$ cat config.mk
export PLATFORM = sky130hd
export DESIGN_NAME = rdc_divider
export DESIGN_NICKNAME = d
export VERILOG_FILES = /design/src/rtl/rdc_pkg.sv /design/src/rtl/rdc_divider.sv
export SDC_FILE = /design/constraint.sdc
export NUM_CORES = 1
export LEC_CHECK = 0
export ABC_AREA = 1
export BUFFER_PORTS_ARGS = -buffer_cell sky130_fd_sc_hd__clkbuf_2
export CAP_MARGIN = 40
export CORE_ASPECT_RATIO = 1.75
export CORE_MARGIN = 10
export CORE_UTILIZATION = 30
export DETAILED_ROUTE_END_ITERATION = 10
export HOLD_SLACK_MARGIN = 0.02
export PLACE_DENSITY = 0.56
export SLEW_MARGIN = 40
export SYNTH_ARGS = -nofsm -noshare
export SYNTH_HDL_FRONTEND = slang
export SYNTH_SLANG_ARGS = --single-unit
$ cat constraint.sdc
create_clock -name clock -period 4.93 [get_ports clock]
set_input_delay 0 -clock clock [delete_from_list [all_inputs] [get_ports clock]]
set_output_delay 0 -clock clock [all_outputs]
set_load 0.01 [all_outputs]
$ cat src/rtl/rdc_pkg.sv
// Package for the radix digit converter: shared widths, register reset
// values, the sequencer state type and the digit stack control structs.
// No dependencies.
`timescale 1ns / 1ps

package rdc_pkg;

   // Digit and radix widths are fixed by the result format
   localparam int RADIX_W = 8;
   localparam int DIGIT_W = 8;

   localparam logic [RADIX_W-1:0] RADIX_RESET = 8'd10;
   localparam logic [RADIX_W-1:0] RADIX_MIN   = 8'd2;

   localparam logic STATUS_OK   = 1'b0;
   localparam logic STATUS_ZERO = 1'b1;

   typedef enum logic [2:0] {
      ST_IDLE,
      ST_ZERO,
      ST_DIVIDE,
      ST_READ,
      ST_EMIT
   } state_type;

   // Commands from the sequencer to the digit stack
   typedef struct packed {
      logic push;
      logic pop;
   } stk_ctrl_type;

   // Status from the digit stack back to the sequencer
   typedef struct packed {
      logic empty;
      logic full;
   } stk_stat_type;

endpackage

$ cat src/rtl/rdc_divider.sv
// Bit-serial restoring divider: divides a value by the radix, one quotient
// bit per cycle, most significant bit first.
// Depends on rdc_pkg.
`timescale 1ns / 1ps

module rdc_divider
   import rdc_pkg::*;
#(
   parameter int VALUE_BITS = 31
) (
   input  logic                  clock,
   input  logic                  reset,
   input  logic                  start,
   input  logic [VALUE_BITS-1:0] dividend,
   input  logic [RADIX_W-1:0]    radix,
   output logic                  done,
   output logic [VALUE_BITS-1:0] quotient,
   output logic [RADIX_W-1:0]    remainder
);

   localparam int CNT_W = $clog2(VALUE_BITS);

   logic                  busy_ff, busy_in;
   logic                  done_ff, done_in;
   logic [CNT_W-1:0]      cnt_ff, cnt_in;
   logic [VALUE_BITS-1:0] q_ff, q_in;
   logic [RADIX_W-1:0]    r_ff, r_in;
   logic [RADIX_W:0]      trial;
   logic                  fits;

   // Shift the next dividend bit into the partial remainder and try a subtract
   assign trial = {r_ff, q_ff[VALUE_BITS-1]};
   assign fits  = (trial >= {1'b0, radix});

   always_comb begin
      busy_in = busy_ff;
      done_in = 1'b0;
      cnt_in  = cnt_ff;
      q_in    = q_ff;
      r_in    = r_ff;
      if (start) begin
         busy_in = 1'b1;
         cnt_in  = CNT_W'(VALUE_BITS - 1);
         q_in    = dividend;
         r_in    = '0;
      end else if (busy_ff) begin
         q_in = {q_ff[VALUE_BITS-2:0], fits};
         r_in = fits ? RADIX_W'(trial - {1'b0, radix}) : trial[RADIX_W-1:0];
         cnt_in = cnt_ff - 1'b1;
         if (cnt_ff == '0) begin
            busy_in = 1'b0;
            done_in = 1'b1;
         end
      end
   end

   always_ff @(posedge clock) begin
      if (reset) begin
         busy_ff <= 1'b0;
         done_ff <= 1'b0;
      end else begin
         busy_ff <= busy_in;
         done_ff <= done_in;
      end
      cnt_ff <= cnt_in;
      q_ff   <= q_in;
      r_ff   <= r_in;
   end

   assign done      = done_ff;
   assign quotient  = q_ff;
   assign remainder = r_ff;

endmodule

## After elaboration in Yosys (flattened, before gate mapping)

Cells that the tools add are included.

- Word-level logic and storage cells: 19
- Output and inout port bits: 40
- Bits of input ports: 42
- Register bits: 46

- Reductions and logical operators: 3
- Order comparisons: 1
- Bitwise logic cells: 1
- Mux-type cells: 7
- Add/sub/neg operators: 2

Operator list:

| cell | count |
|---|---|
| 2-to-1 mux 31 bit | 2 |
| >= comparator 9 x 8 -> 1 bit | 1 |
| 2-to-1 mux 8 bit | 1 |
| subtractor 8 bit | 1 |
| logical NOT 5 bit | 1 |
| subtractor 5 x 1 -> 5 bit, second input constant | 1 |
| 2-to-1 mux 1 bit | 4 |
| OR reduction 3 bit | 1 |
| nonzero test 2 bit | 1 |
| inverter 1 bit | 1 |

## Longest topological paths before layout

- Depth in word-level cells: 4
- Mapped depth: 13
- Mapped depth without buffers: 13

## Worst setup path after synthesis

OpenSTA, ideal clock, no wires.

- Kind: reg-to-reg
- From: reg q_ff[30] (netlist: quotient[30])
- To: reg r_ff[6] (netlist: remainder[6])
- Setup time: 0.113 ns
- Setup slack: 3.303 ns
- Data required time: 4.817 ns
- Cell stages (with the launch flop): 12
- Arrival time: 1.514 ns
- Cell sequence: edfxtp_1 -> inv_1 -> ha_1 -> fa_1 -> inv_1 -> nand4_1 -> nand3_1 -> nand2_1 -> nand2_1 -> nand2_1 -> nand3_1 -> nand2_1

- Word-level cells in the longest chain between the ends: 2

RTL lines:

| element | RTL line | RTL |
|---|---|---|
| start: declaration | rdc_divider.sv:26 | `logic [VALUE_BITS-1:0] q_ff, q_in;` |
| start signal: assignment | rdc_divider.sv:66 | `q_ff <= q_in;` |
| subtractor 8 bit or >= comparator 9 x 8 -> 1 bit (tied branches) | rdc_divider.sv:48, rdc_divider.sv:33 |  |
| 2-to-1 mux 8 bit * | rdc_divider.sv:48 | `r_in = fits ? RADIX_W'(trial - {1'b0, radix}) : trial[RADIX_W-1:0];` |
| end signal: assignment | rdc_divider.sv:67 | `r_ff <= r_in;` |
| end: declaration | rdc_divider.sv:27 | `logic [RADIX_W-1:0] r_ff, r_in;` |

Every way passes the cells marked *; elsewhere a longest branch is shown, timed or not.
A chain may end at the register's enable or synchronous reset.

## Worst setup path in the final report

- From: reg r_ff[5] (netlist: remainder[5])
- To: reg q_ff[0] (netlist: quotient[0]) (data pin)

- Word-level cells in the longest chain between the ends: 3

RTL lines:

| element | RTL line | RTL |
|---|---|---|
| >= comparator 9 x 8 -> 1 bit | rdc_divider.sv:33 | `assign fits = (trial >= {1'b0, radix});` |
| 2-to-1 mux 31 bit | rdc_divider.sv:46 | `end else if (busy_ff) begin` |
| 2-to-1 mux 31 bit | rdc_divider.sv:41 | `if (start) begin` |
| via q_in[0] | rdc_divider.sv:26 |  |

The timed path passes the listed nets, and every way through them passes these cells. The select of a mux whose other input is x is not followed.

==> impl.org <==
** CTS
- Total clock sinks :: 46
- Clock tree synthesis inserted a total of 5 buffers.
- The H-tree generated during clock tree synthesis spans 2 levels.
- Buffer levels on the longest clock path :: 2
- Clock-pin slew on the worst setup and hold paths :: 0.06 ns
- Root buffer cell :: sky130_fd_sc_hd__clkbuf_16
- Number of instances resized during post-cts repair :: 0
- Insertion delay to the later sink of the worst-skew pair :: 0.29 ns
- TritonCTS built the clock tree.

** Placed design
- Pre-CTS WS :: 2.83 ns
- Port buffer count :: 81
- DPL Wire Length :: 5140 µm
- Gpl congestion :: 0.876

** Critical path
- Crit end category :: register
- Source of the worst register-to-register timing path :: remainder[5]$_SDFFE_PP0P_
- Slowest cell on the critical path :: sky130_fd_sc_hd__o21a_1
- Arrival time at the worst endpoint :: 1.92 ns
- The signal on the critical path passes through ha_1, nand2_1, nand2_1, a21oi_1, o21a_1, a31oi_1.
- The number of cells on the worst reg-to-reg path is 6.
- The worst register-to-register path ends at quotient[0]$_DFFE_PP_.
- The worst setup path is launched from a register.
- Worst reg2reg setup slack :: 3.02 ns
- Required time worst endpoint :: 4.94 ns
- On the worst path, the slowest cell contributes a delay of 0.47 ns.
- Start-to-end type of the worst setup path :: reg -> reg
- Largest fanout of any net on the critical path :: 10
- In this design, the critical path's most frequently occurring cell is sky130_fd_sc_hd__nand2_1.

** Outcome
- Outcome :: completed

** Synth
- Summing the sequential cell areas from Yosys gives 50.3% of the chip area.
- Ranking of synthesized cells by area :: sky130_fd_sc_hd__edfxtp_1 (38%), sky130_fd_sc_hd__nand2_1 (22%), sky130_fd_sc_hd__dfxtp_1 (12%), sky130_fd_sc_hd__inv_1 (5.1%), sky130_fd_sc_hd__ha_1 (4.6%)
- FF+latch count, synth :: 46
- Averaged over all synthesized cells, the footprint is 8.00 µm².
- Area share of the leading cell type in the synthesized netlist :: 38.0%
- Mapped cell area :: 2450 µm²
- Post-synthesis instance total :: 306
- Number of library cell types mapped by synthesis :: 30
- Synthesized netlist net count :: 358
- The Yosys step of the flow raised 0 warnings.
- sky130_fd_sc_hd__edfxtp_1 takes more of the synthesized area than any other cell.

** Power and ir drop
- Summed over all nets, the switching power comes to 263 µW.
- Combinational logic is responsible for 17.9% of the overall power.
- In this run, flip-flops and latches consume 45.9% of the power.
- Fraction of power consumed by the clock network :: 36.2%
- Static power due to leakage :: 1.77 nW
- PwrDens :: 303 nW/µm²
- Of the total power, the share spent switching nets is 25.6%.
- Cell internal power was estimated by the tool at 764 µW.
- Maximum vdd drop :: 0.264 mV

** Cells and area
- In the final layout, flip-flops and latches occupy 1230 µm².
- Fillers :: 804
- Area of the multi-input gates :: 1050 µm²
- Diode insertion count for antenna repair :: 0
- The area growth from synthesis to layout is 38.6%.
- Cells with a size suffix above 1 make up 23.1% of the layout.
- Final-stage net count :: 467

** STA
- Largest clock skew in the final design :: 0.00757 ns
- In the final timing run, aggregate negative setup slack is 0 ns.
- In the post-route analysis, the smallest setup slack over all paths is 3.02 ns.
- RSZ-0062 raised after global routing :: false
- Transition time of the tightest slew-check pin :: 0.750 ns
- Endpoints failing hold :: 0
- Of the available clock period, the critical path in the final layout requires 38.8%.
- Relative max-transition margin :: 50.0%
- The worst path needs 1.91 ns of the cycle, external delays included.
- Number of pins exceeding their max-slew limit in the final report :: 0
- Total of endpoints with negative setup slack in the final report :: 0
- Based on the critical path, the design can be clocked at up to 523 MHz.

** Worst hold path
- In this run the most critical hold path is launched from dividend[30].
- Worst hold path stage count :: 3
- For hold timing, the worst endpoint is quotient[30]$_DFFE_PP_.
- The min-delay analysis places its worst path in the category in -> reg.

** Drt
- In this run the remaining antenna-violating nets after routing total 0.
- DRC :: 0
- Via count :: 2303
- Number of DRC violations after detailed-routing iteration 0 :: 88
- Dividing the detail-routed wire length by the instance count gives 13.7 µm.
- For this block, the routed nets add up to 6930 µm of wire.
- Dividing the detail-routed via count by the number of cells gives 4.55.
- Before antenna repair, the detailed router went through 4 iterations.

** Global routing
- Global routing used 11.6% of the available tracks.
- GRT overflow :: 0
- Met1 routing resource usage after global routing :: 11.8%
- The via count of the first global-routing pass came to 2515.
- Number of antenna violations at the first check in global routing :: 0
- Pin count of the biggest net entering global routing :: 39
- Busiest grt layer :: met2
- For met2 alone, demand over resource in global routing was 21.2%.
- Met3 Resource Use GR :: 3.45%
- The first global-routing pass estimated 11600 µm of wire.

** Flow run
- Across the run, the number of max-cap violations was 0.

** Floorplan
- Die boundary width :: 88.3 µm
- Measured along the y axis, the die boundary spans 140 µm.
- Row count :: 43
- Area of the die :: 12300 µm²
- Once the floorplan was initialized, standard cells occupied 30.8% of the core.
- Area of the core :: 7960 µm²
- Io pins :: 82
## power by group through the flow
stage          registers (mW)  logic [mW]  clock network [mW]
4_1_cts                 0.472       0.186               0.382
3_3_place_gp            0.481       0.164                   0
3_5_place_dp            0.479       0.168                   0
6_report                0.472       0.184               0.371
5_1_grt                 0.475       0.209               0.396
2_1_floorplan           0.489      0.0856                   0
## sequential cells by signal (all words and copies together) (netlist names)
signal	flops
quotient	31
remainder	8
cnt_ff	5
busy_ff	1
done	1
## what timing repair did
item | in CTS | in global routing
endpoints found under the setup margin | 0 | 0
endpoints found under the hold margin | 31 | 0
hold buffers | 30 | 0
setup buffers | 0 | 0
## cell usage in the layout, fill, tap and decap left out, drive strengths merged, types with 6 or more instances in the layout
cell | netlist | routed
nand2 | 146 | 146
clkbuf | 7 | 89
inv | 33 | 33
edfxtp | 31 | 31
dlygate4sd3 | 0 | 30
nand3 | 18 | 18
nor2 | 16 | 16
dfxtp | 15 | 15
ha | 9 | 9
nand3b | 6 | 6
## stage by stage
stage,area (µm²),cells,hold slack (ns),util [%],power (mW)
3_3_place_gp,2930,468,0.194,36.7,0.645
6_report,3390,506,0.0470,42.6,1.03
5_1_grt,3390,506,0.0780,42.6,1.08
3_5_place_dp,2930,468,0.195,36.7,0.647
4_1_cts,3390,506,0.0559,42.6,1.04
2_1_floorplan,2450,306,0.0771,-,0.575
## worst max-delay path: cells and delay by family (launching register included)
kind / cells / cell delay, ns
compound gates: 3 / 0.80
fa+ha+maj: 1 / 0.35
flops: 1 / 0.34
simple gates: 2 / 0.15
## how the worst max path moves through the flow
stage                                    from                   endpoint  slack (ns)  cells past startpoint
floorplan              quotient[30]$_DFFE_PP_  remainder[6]$_SDFFE_PP0P_        3.30                     11
global placement                        start     quotient[22]$_DFFE_PP_        2.58                      3
detailed placement                      start     quotient[24]$_DFFE_PP_        2.83                      3
CTS                 remainder[5]$_SDFFE_PP0P_      quotient[0]$_DFFE_PP_        3.00                      6
global route        remainder[5]$_SDFFE_PP0P_  remainder[7]$_SDFFE_PP0P_        2.89                      9
finish              remainder[5]$_SDFFE_PP0P_      quotient[0]$_DFFE_PP_        3.02                      6
## synth_stat cells
cell                       instances
sky130_fd_sc_hd__o211ai_1          1
sky130_fd_sc_hd__nand3_4           1
sky130_fd_sc_hd__inv_1            33
sky130_fd_sc_hd__a21oi_1           4
sky130_fd_sc_hd__or2_2             1
sky130_fd_sc_hd__or2_0             1
sky130_fd_sc_hd__nand2_8           1
sky130_fd_sc_hd__o21a_1            1
sky130_fd_sc_hd__buf_1             1
sky130_fd_sc_hd__nand2_1         144
sky130_fd_sc_hd__buf_6             1
sky130_fd_sc_hd__ha_1              9
sky130_fd_sc_hd__a31oi_1           1
sky130_fd_sc_hd__xor2_1            2
sky130_fd_sc_hd__nand2_2           1
sky130_fd_sc_hd__fa_1              1
sky130_fd_sc_hd__dfxtp_1          15
sky130_fd_sc_hd__xnor2_1           1
sky130_fd_sc_hd__nand3b_1          6
sky130_fd_sc_hd__nand4_1           3
sky130_fd_sc_hd__nor4_1            1
sky130_fd_sc_hd__nor3_1            1
sky130_fd_sc_hd__nand3_2           1
sky130_fd_sc_hd__clkbuf_1          7
sky130_fd_sc_hd__a22oi_1           1
sky130_fd_sc_hd__edfxtp_1         31
sky130_fd_sc_hd__nor2_2            1
sky130_fd_sc_hd__nand3_1          16
sky130_fd_sc_hd__o21ai_0           4
sky130_fd_sc_hd__nor2_1           15
## routing by layer
layer  wire (µm)  vias up
met2        3650       67
met5           0        -
li1            -     1184
met4         137        0
met1        2690     1041
met3         455       11
## final cells by class
type / count / share of cell area, %
clock buffers: 8 / 4.94
inverters: 33 / 3.65
flip-flops and latches: 46 / 36.3
multi-input cells: 218 / 31.0
repair buffers: 111 / 20.8
well taps: 90 / 3.32
## kinds of logic after synthesis
| logic type | synth area share [%] |
|---|---|
| compound gates | 2.81 |
| xor+xnor | 1.07 |
| fa+ha+maj | 5.42 |
| buf+inv | 6.75 |
| flops | 50.3 |
| simple gates | 33.7 |
Power figures use the tool's default switching activity.
