File: config.mk
export PLATFORM = sky130hd
export DESIGN_NAME = rdc_digit_stack
export DESIGN_NICKNAME = d
export VERILOG_FILES = /design/src/rtl/rdc_pkg.sv /design/src/rtl/rdc_digit_stack.sv
export SDC_FILE = /design/constraint.sdc
export NUM_CORES = 1
export LEC_CHECK = 0
export ABC_AREA = 1
export BUFFER_PORTS_ARGS = -buffer_cell sky130_fd_sc_hd__buf_2
export CORE_ASPECT_RATIO = 1.2
export CORE_MARGIN = 2
export CORE_UTILIZATION = 40
export CTS_BUF_LIST = sky130_fd_sc_hd__clkbuf_8
export DETAILED_ROUTE_END_ITERATION = 7
export PLACE_DENSITY = 0.52
export RECOVER_POWER = 25
export SYNTH_ARGS = -nofsm -noshare
export SYNTH_HDL_FRONTEND = slang
export SYNTH_SLANG_ARGS = --single-unit
File: constraint.sdc
create_clock -name clock -period 6.1 [get_ports clock]
set_input_delay 1.22 -clock clock [delete_from_list [all_inputs] [get_ports clock]]
set_output_delay 1.22 -clock clock [all_outputs]
set_load 0.05 [all_outputs]
File: src/rtl/rdc_pkg.sv
// Package for the radix digit converter: shared widths, register reset
// values, the sequencer state type and the digit stack control structs.
// No dependencies.
`timescale 1ns / 1ps

package rdc_pkg;

   // Digit and radix widths are fixed by the result format
   localparam int RADIX_W = 8;
   localparam int DIGIT_W = 8;

   localparam logic [RADIX_W-1:0] RADIX_RESET = 8'd10;
   localparam logic [RADIX_W-1:0] RADIX_MIN   = 8'd2;

   localparam logic STATUS_OK   = 1'b0;
   localparam logic STATUS_ZERO = 1'b1;

   typedef enum logic [2:0] {
      ST_IDLE,
      ST_ZERO,
      ST_DIVIDE,
      ST_READ,
      ST_EMIT
   } state_type;

   // Commands from the sequencer to the digit stack
   typedef struct packed {
      logic push;
      logic pop;
   } stk_ctrl_type;

   // Status from the digit stack back to the sequencer
   typedef struct packed {
      logic empty;
      logic full;
   } stk_stat_type;

endpackage

File: src/rtl/rdc_digit_stack.sv
// Digit stack: a small memory with a fill count; push writes at the top,
// pop reads the top entry into a registered read port.
// Depends on rdc_pkg.
`timescale 1ns / 1ps

module rdc_digit_stack
   import rdc_pkg::*;
#(
   parameter int STACK_DEPTH = 32
) (
   input  logic               clock,
   input  logic               reset,
   input  stk_ctrl_type       ctrl,
   input  logic [DIGIT_W-1:0] wr_digit,
   output stk_stat_type       stat,
   output logic [DIGIT_W-1:0] rd_digit
);

   localparam int AW = $clog2(STACK_DEPTH);
   localparam int CW = $clog2(STACK_DEPTH + 1);

   logic [DIGIT_W-1:0] mem [STACK_DEPTH];
   logic [CW-1:0]      count_ff, count_in;
   logic [CW-1:0]      count_dec;
   logic [DIGIT_W-1:0] rd_ff;

   assign count_dec = count_ff - 1'b1;

   // Advance the fill count on push and pop
   always_comb begin
      count_in = count_ff;
      if (ctrl.push) begin
         count_in = count_ff + 1'b1;
      end else if (ctrl.pop) begin
         count_in = count_dec;
      end
   end

   always_ff @(posedge clock) begin
      if (reset) begin
         count_ff <= '0;
      end else begin
         count_ff <= count_in;
      end
   end

   // Memory write at the top and registered read of the entry below it
   always_ff @(posedge clock) begin
      if (ctrl.push) begin
         mem[count_ff[AW-1:0]] <= wr_digit;
      end
      if (ctrl.pop) begin
         rd_ff <= mem[count_dec[AW-1:0]];
      end
   end

   assign stat.empty = (count_ff == '0);
   assign stat.full  = (count_ff == CW'(STACK_DEPTH));
   assign rd_digit   = rd_ff;

endmodule

-- Word-level counts from Yosys, hierarchy flattened
Memory sizes are Yosys's and may differ from the RTL's. A register that Yosys moved wholly into a read port is not among the register bits.
Index checks and enable logic that the tools add are counted.
W data, S select, Z words.
- add/sub/neg operators: 2
- equal/unequal tests: 1
- muxes and demuxes: 4
- reduce and logical (&&, ||, !) cells: 2
- operators with widths (operator ; count):
    $mux W6 ; 2
    $add A6 B1 Y6 const B ; 1
    $eq A6 B6 Y1 const B ; 1
    $logic_not A6 Y1 ; 1
    $sub A6 B1 Y6 const B ; 1
    $mux W1 ; 2
    $reduce_bool A2 Y1 ; 1
- register bits: 6
- bits in writable memories: 256
- bits of input ports: 12
- output and inout port bits: 10
- memories: 1
- memories (memory ; words ; width ; read ports ; clocked after memory_dff ; write ports ; RTL line ; source):
    mem ; 32 ; 8 ; 1 ; 1 ; 1 ; rdc_digit_stack.sv:22 ; logic [DIGIT_W-1:0] mem [STACK_DEPTH];

-- Depth between registers and ports, before layout
Gate-level depths: netlist of the first run.
- depth in word-level cells: 3
- depth in mapped cells: 13

-- Worst setup path before layout of the first run
No wires, ideal clock.
- path kind: reg2out
- start point: register count_ff[0]
- end point: output stat[0] (netlist name)
- data arrival time: 2.143 ns
- required time: 4.880 ns
- path slack: 2.737 ns
- stages on the path, launching flop included: 7
- buffers on the path: 2
- path through: dfxtp_1 -> inv_2 -> buf_2 -> buf_2 -> ha_1 -> inv_1 -> nor3_1
- RTL lines (item ; RTL line ; source):
    from (decl) ; rdc_digit_stack.sv:23 ; logic [CW-1:0] count_ff, count_in;
    from (signal assigned) ; rdc_digit_stack.sv:43 ; count_ff <= count_in;
    to (decl) ; rdc_digit_stack.sv:15 ; output stk_stat_type stat,

==> results of run 1 <==
## layout make-up
type	count	share of cell area
Tap cell	390	0.03749
Clock inverter	31	0.009324
Inverter	203	0.05864
Sequential cell	270	0.6186
Multi-Input combinational cell	662	0.2179
Clock buffer	45	0.04758
Timing Repair Buffer	26	0.01048
## per-stage QoR
stage	hold WS, ns	utilization	power (mW)	instances
after floorplan	0.5117	-	2.603	1186
after global placement	0.5988	0.4172	2.830	1551
after detailed placement	0.5930	0.4172	2.828	1551
after CTS	0.6124	0.4423	4.198	1627
after global routing	0.6500	0.4421	4.344	1627
final	0.6137	0.4421	4.157	1627
## tightest hold or removal path: stages (launching register included)
cell,delay (ns)
dfxtp_1,0.39
nand2_1,0.10
a31oi_1,0.08
## cell usage in the layout, fill, tap and decap left out, drive strengths merged
| master | n |
|---|---|
| ha | 5 |
| inv | 216 |
| nand2 | 373 |
| edfxtp | 264 |
| dfxtp | 6 |
| xor2 | 2 |
| clkinv | 17 |
| a21oi | 4 |
| o21ai | 2 |
| o221ai | 1 |
| xnor2 | 1 |
| nand3 | 185 |
| a31oi | 1 |
| clkinvlp | 1 |
| nor3 | 3 |
| nor2 | 84 |
| buf | 21 |
| nand4 | 1 |
| clkbuf | 50 |
## sequential cells by signal, indices dropped and copies added, names as in the netlist
register	cells
count_ff	6
mem	256
rd_digit	8
## Yosys cell counts
cell type  count  area share
a21oi_1        4      0.0017
xor2_2         1      0.0014
a31oi_1        1     0.00053
nand3_2        1     0.00084
buf_4          2      0.0013
nor2_4         1     0.00094
clkbuf_1      10      0.0031
nand2_1      371        0.12
buf_2         30       0.013
nand3_1      184       0.077
xor2_1         1     0.00074
o21ai_0        2     0.00084
nor2_1        83       0.026
nor3_1         3      0.0013
inv_2          3     0.00094
o221ai_1       1     0.00074
dfxtp_1        6       0.010
nand2_4        1     0.00094
nand4_1        1     0.00053
xnor2_2        1      0.0014
buf_6          5      0.0047
edfxtp_1     264        0.67
buf_1          4      0.0013
inv_1        200       0.063
ha_1           5      0.0052
nand2_2        1     0.00053
## metal layers
| layer | up-vias | share of wire | track usage |
|---|---|---|---|
| met1 | 3817 | 0.44 | 0.2701 |
| met3 | 50 | 0.042 | 0.03059 |
| met2 | 193 | 0.50 | 0.3603 |
| met5 | - | 0 | 0 |
| met4 | 0 | 0.020 | 0.05941 |
| li1 | 3849 | - | - |
## kinds of logic after synthesis
| group | count (synthesis) | synth area share |
|---|---|---|
| AOI/OAI and AO/OA | 8 | 0.003780 |
| adders and majority gates | 5 | 0.005249 |
| buffers and inverters | 254 | 0.08693 |
| and+or+nand+nor | 646 | 0.2253 |
| DFF | 270 | 0.6753 |
| xor gates and xnor gates | 3 | 0.003465 |
## power groups by stage
stage	registers [mW]	clock network, mW	logic, mW
floorplan	2.19	0	0.416
global placement	2.15	0	0.677
detailed placement	2.15	0	0.675
CTS	2.11	1.41	0.676
global route	2.12	1.49	0.740
finish	2.12	1.37	0.670
## path summary, 6_finish.rpt
kind | startpoint | end | slack, ns | depth (start not counted)
setup / recovery | count_ff[0]$_SDFFE_PP0P_ | stat[0] | 2.17 | 5
setup reg to reg | count_ff[0]$_SDFFE_PP0P_ | rd_digit[0]$_DFFE_PP_ | 2.45 | 9
hold / removal | count_ff[3]$_SDFFE_PP0P_ | count_ff[3]$_SDFFE_PP0P_ | 0.61 | 2
hold reg to reg | count_ff[3]$_SDFFE_PP0P_ | count_ff[3]$_SDFFE_PP0P_ | 0.61 | 2
==> flow_summary_export.csv, run 1 <==
group,metric,value,unit
run_status,status,"complete, but fails checks",
run_status,violations,"capacitance limit, slew limit",
cts,ctsHoldBuffers,0,
floorplan,ioPinCount,22,
worst_setup_path,crit_required,4.88,ns
sta,tns,0,ns
finish,syn2layout_area_growth,9.218,%
min_path,hold_path_class,"reg -> reg",
finish,fin_nets,1224,
drt,vias,7909,
cts,clockBufferDepth,3,
power_and_ir_drop,p_sw_frac,0.2943,
sta,fin_crit,3.932,ns
synth,synth-seq-cells,270,
cts,post_cts_resized,0,
power_and_ir_drop,intPower,2.933,mW
global_route,antenna_found_initial,0,
global_route,grt_usage,0.2068,
sta,clock_skew,0.02627,ns
worst_setup_path,slowest_delay,0.66,ns
drt,wl_per_cell,19.36,um
worst_setup_path,end_kind,"output port",
power_and_ir_drop,power.switching,1.223,mW
sta,finalSetupViolations,0,
cts,numClockSinks,270,
sta,hold_violations,0,
cts,path_clk_slew,0.06,ns
placement,port_buffers,21,
cts,clock_latency,0.57,ns
drt,drc,0,
worst_setup_path,crit_arrival,2.71,ns
global_route,grt_pass1_vias,7934,
drt,drt_wl_total,31500,um
worst_setup_path,critical-path-top-delay-family,"buffers and inverters",
floorplan,core_area,0.02944,mm2
worst_setup_path,worstSetupPathType,"reg -> out",
worst_setup_path,crit_slowest_cell,"dfxtp_4",
floorplan,die_y,193.1,um
synth,yosysSeqAreaShare,0.6753,
placement,post_dp_cell_area,0.01228,mm2
finish,fill_cells,2890,
worst_setup_path,path_max_fanout,44,
job,maxCapViolations,4,
cts,cts_tree,"built",
drt,post_drt_via_cell_ratio,4.861,
power_and_ir_drop,pwr-share-comb,0.161,
power_and_ir_drop,clkPwrFrac,0.330,
cts,postCtsSetupBuffers,0,
placement,routabilityCongestion,0.8796,
sta,setup_ws,2.168,ns
sta,max_slew_margin,-0.3199,
cts,numCtsBuffers,44,
finish,antenna_cells,0,
synth,synthCells,1186,
sta,fin_crit_sh,0.6446,
placement,place_ws,2.476,ns
drt,ant_nets,0,
global_route,grt_max_degree,115,
synth,yosysWarnings,0,
synth,synth_cell_types,26,
global_route,overflow,0,
floorplan,dieArea,0.03120,mm2
power_and_ir_drop,power_density,319.3,mW/mm2
placement,hpwl,19110,um
worst_setup_path,path_cells,"clkinv_2 > ha_2 > inv_1 > nor3_1 > buf_2",
finish,seq_area,0.008051,mm2
cts,cts_htree_levels,2,
cts,root_buffer,"clkbuf_8",
synth,syn_area,0.01192,mm2
sta,worst_pin_slew,1.980,ns
floorplan,start_util,0.4048,
power_and_ir_drop,seq_power_share,0.509,
power_and_ir_drop,p_leak,5.505,nW
sta,fmax,0.2543,GHz
floorplan,fp.dieW,161.6,um
worst_setup_path,start_kind,"flop",
synth,syn_area_per_cell,10.05,um2
power_and_ir_drop,worst_ir_drop_vdd,0.1193,mV
finish,drive_above_1_share,0.06386,
synth,syn_nets,1203,
finish,multiInputGateArea,0.002836,mm2
sta,report.final.slew_viol_count,132,
finish,fin_area,0.01302,mm2
drt,drtIter0Drc,660,
sta,rsz0062_at_grt,"no",
global_route,grt_pass1_wl,48330,um
drt,drt-pass1-iter-count,5,
floorplan,row_count,69,
worst_setup_path,cp.buffers_inverters,3,
Power figures use the tool's default switching activity.
==> run 2, diff against run 1 <==
--- a/config.mk
+++ b/config.mk
@@ -12,7 +12,7 @@
 export CORE_UTILIZATION = 40
 export CTS_BUF_LIST = sky130_fd_sc_hd__clkbuf_8
 export DETAILED_ROUTE_END_ITERATION = 7
-export PLACE_DENSITY = 0.52
+export PLACE_DENSITY = 0.54
 export RECOVER_POWER = 25
 export SYNTH_ARGS = -nofsm -noshare
 export SYNTH_HDL_FRONTEND = slang
==> constraint.sdc (replaced) <==
create_clock -name clock -period 3.3 [get_ports clock]
set_input_delay 0.66 -clock clock [delete_from_list [all_inputs] [get_ports clock]]
set_output_delay 0.66 -clock clock [all_outputs]
set_load 0.05 [all_outputs]
==> flow_summary_export.csv, run 2 (synthesis gave the netlist of run 1 again) <==
group,metric,value,unit
finish,fin_area,0.01319,mm2
sta,fin_crit,2.828,ns
placement,hpwl,18090,um
finish,drive_above_1_share,0.07803,
finish,mostFrequentLayoutCells,"nand2_1 (371), edfxtp_1 (264), inv_1 (220)",
job,maxCapViolations,5,
global_route,grt_pass1_vias,7835,
sta,holdWs,0.3271,ns
placement,routabilityCongestion,0.8486,
placement,place_ws,0.6625,ns
drt,drt_wl_total,30210,um
cts,numCtsBuffers,43,
cts,postCtsSetupBuffers,0,
global_route,overflow,0,
sta,max_slew_margin,-0.2239,
global_route,grt_usage,0.1985,
sta,finalSetupViolations,0,
cts,path_clk_slew,0.07,ns
sta,setup_ws,0.4717,ns
floorplan,dieArea,0.03120,mm2
worst_setup_path,crit_arrival,2.17,ns
cts,ctsHoldBuffers,0,
drt,ant_nets,0,
sta,hold_violations,0,
worst_setup_path,worstSetupPathType,"reg -> out",
run_status,status,"complete, but fails checks",
sta,report.final.slew_viol_count,165,
cts,numClockSinks,270,
floorplan,die_y,193.1,um
worst_setup_path,start_kind,"flop",
floorplan,start_util,0.4048,
drt,drc,0,
floorplan,fp.dieW,161.6,um
sta,tns,0,ns
drt,vias,7956,
global_route,antenna_found_initial,0,
finish,final_cells,1646,
worst_setup_path,crit_required,2.64,ns
sta,worst_pin_slew,1.836,ns
drt,drt-pass1-iter-count,5,
drt,wl_per_cell,18.35,um
finish,syn2layout_area_growth,10.69,%
placement,post_dp_cell_area,0.01246,mm2
drt,post_drt_via_cell_ratio,4.834,
floorplan,core_area,0.02944,mm2
sta,rsz0062_at_grt,"no",
run_status,violations,"capacitance limit, slew limit",
sta,fin_crit_sh,0.8570,
cts,root_buffer,"clkbuf_8",
floorplan,row_count,69,
finish,largest_register_ffs,256,
cts,cts_htree_levels,2,
finish,final_common_cell,"nand2_1",
drt,drtIter0Drc,603,
power_and_ir_drop,p_leak,5.638,nW
cts,cts_tree,"built",
worst_setup_path,r2r_setup_slack,0.63,ns
sta,fmax,0.3536,GHz
global_route,grt_max_degree,108,
finish,antenna_cells,0,
worst_setup_path,end_kind,"output port",
finish,fin_nets,1242,
power_and_ir_drop,p_total,7.711,mW
power_and_ir_drop,worst_ir_drop_vdd,0.2270,mV
finish,fin_util,0.4481,
global_route,grt_pass1_wl,46600,um
cts,clockBufferDepth,3,
power_and_ir_drop,power_density,584.6,mW/mm2
placement,port_buffers,21,
worst_setup_path,path_max_fanout,11,
min_path,hold_path_class,"in -> reg",
cts,post_cts_resized,0,
placement,placed_cells,1570,
floorplan,ioPinCount,22,
cts,clock_latency,0.56,ns
sta,clock_skew,0.02354,ns
-- run 2: final timing paths --
path / startpoint / to / cells past startpoint
worst max-delay path: count_ff[2]$_SDFFE_PP0P_ / stat[1] / 6
worst min-delay path: reset / count_ff[3]$_SDFFE_PP0P_ / 2
worst max register to register: count_ff[0]$_SDFFE_PP0P_ / rd_digit[4]$_DFFE_PP_ / 9
worst min register to register: count_ff[5]$_SDFFE_PP0P_ / count_ff[5]$_SDFFE_PP0P_ / 3
-- run 2: layout make-up --
class / count / area (um2)
repair buffers: 45 / 315.3
clock inverters: 32 / 131.4
well taps: 390 / 488.0
multi-input cells: 662 / 2836
flip-flops and latches: 270 / 8051
clock buffers: 44 / 605.6
fillers: 2866 / 16250
inverters: 203 / 763.2
-- run 2: power breakdown --
part,switching [mW],internal [mW],total [mW]
Sequential,0.0442,3.86,3.90
Combinational,0.955,0.341,1.30
Clock,1.28,1.23,2.51
Total,2.28,5.43,7.71
-- run 2: critical path, stage by stage (launching register included) --
cell     delay, ns
dfxtp_1       0.49
nor2_4        0.23
inv_1         0.07
nor2_1        0.13
inv_1         0.12
nor3_1        0.24
buf_2         0.32
-- run 2: layer usage --
metal	vias to the layer above	wire, um	track usage
li1	3885	-	-
met1	3769	13110	0.2598
met2	226	14750	0.3389
met3	76	1370	0.02909
met4	0	976	0.07074
met5	-	0	0
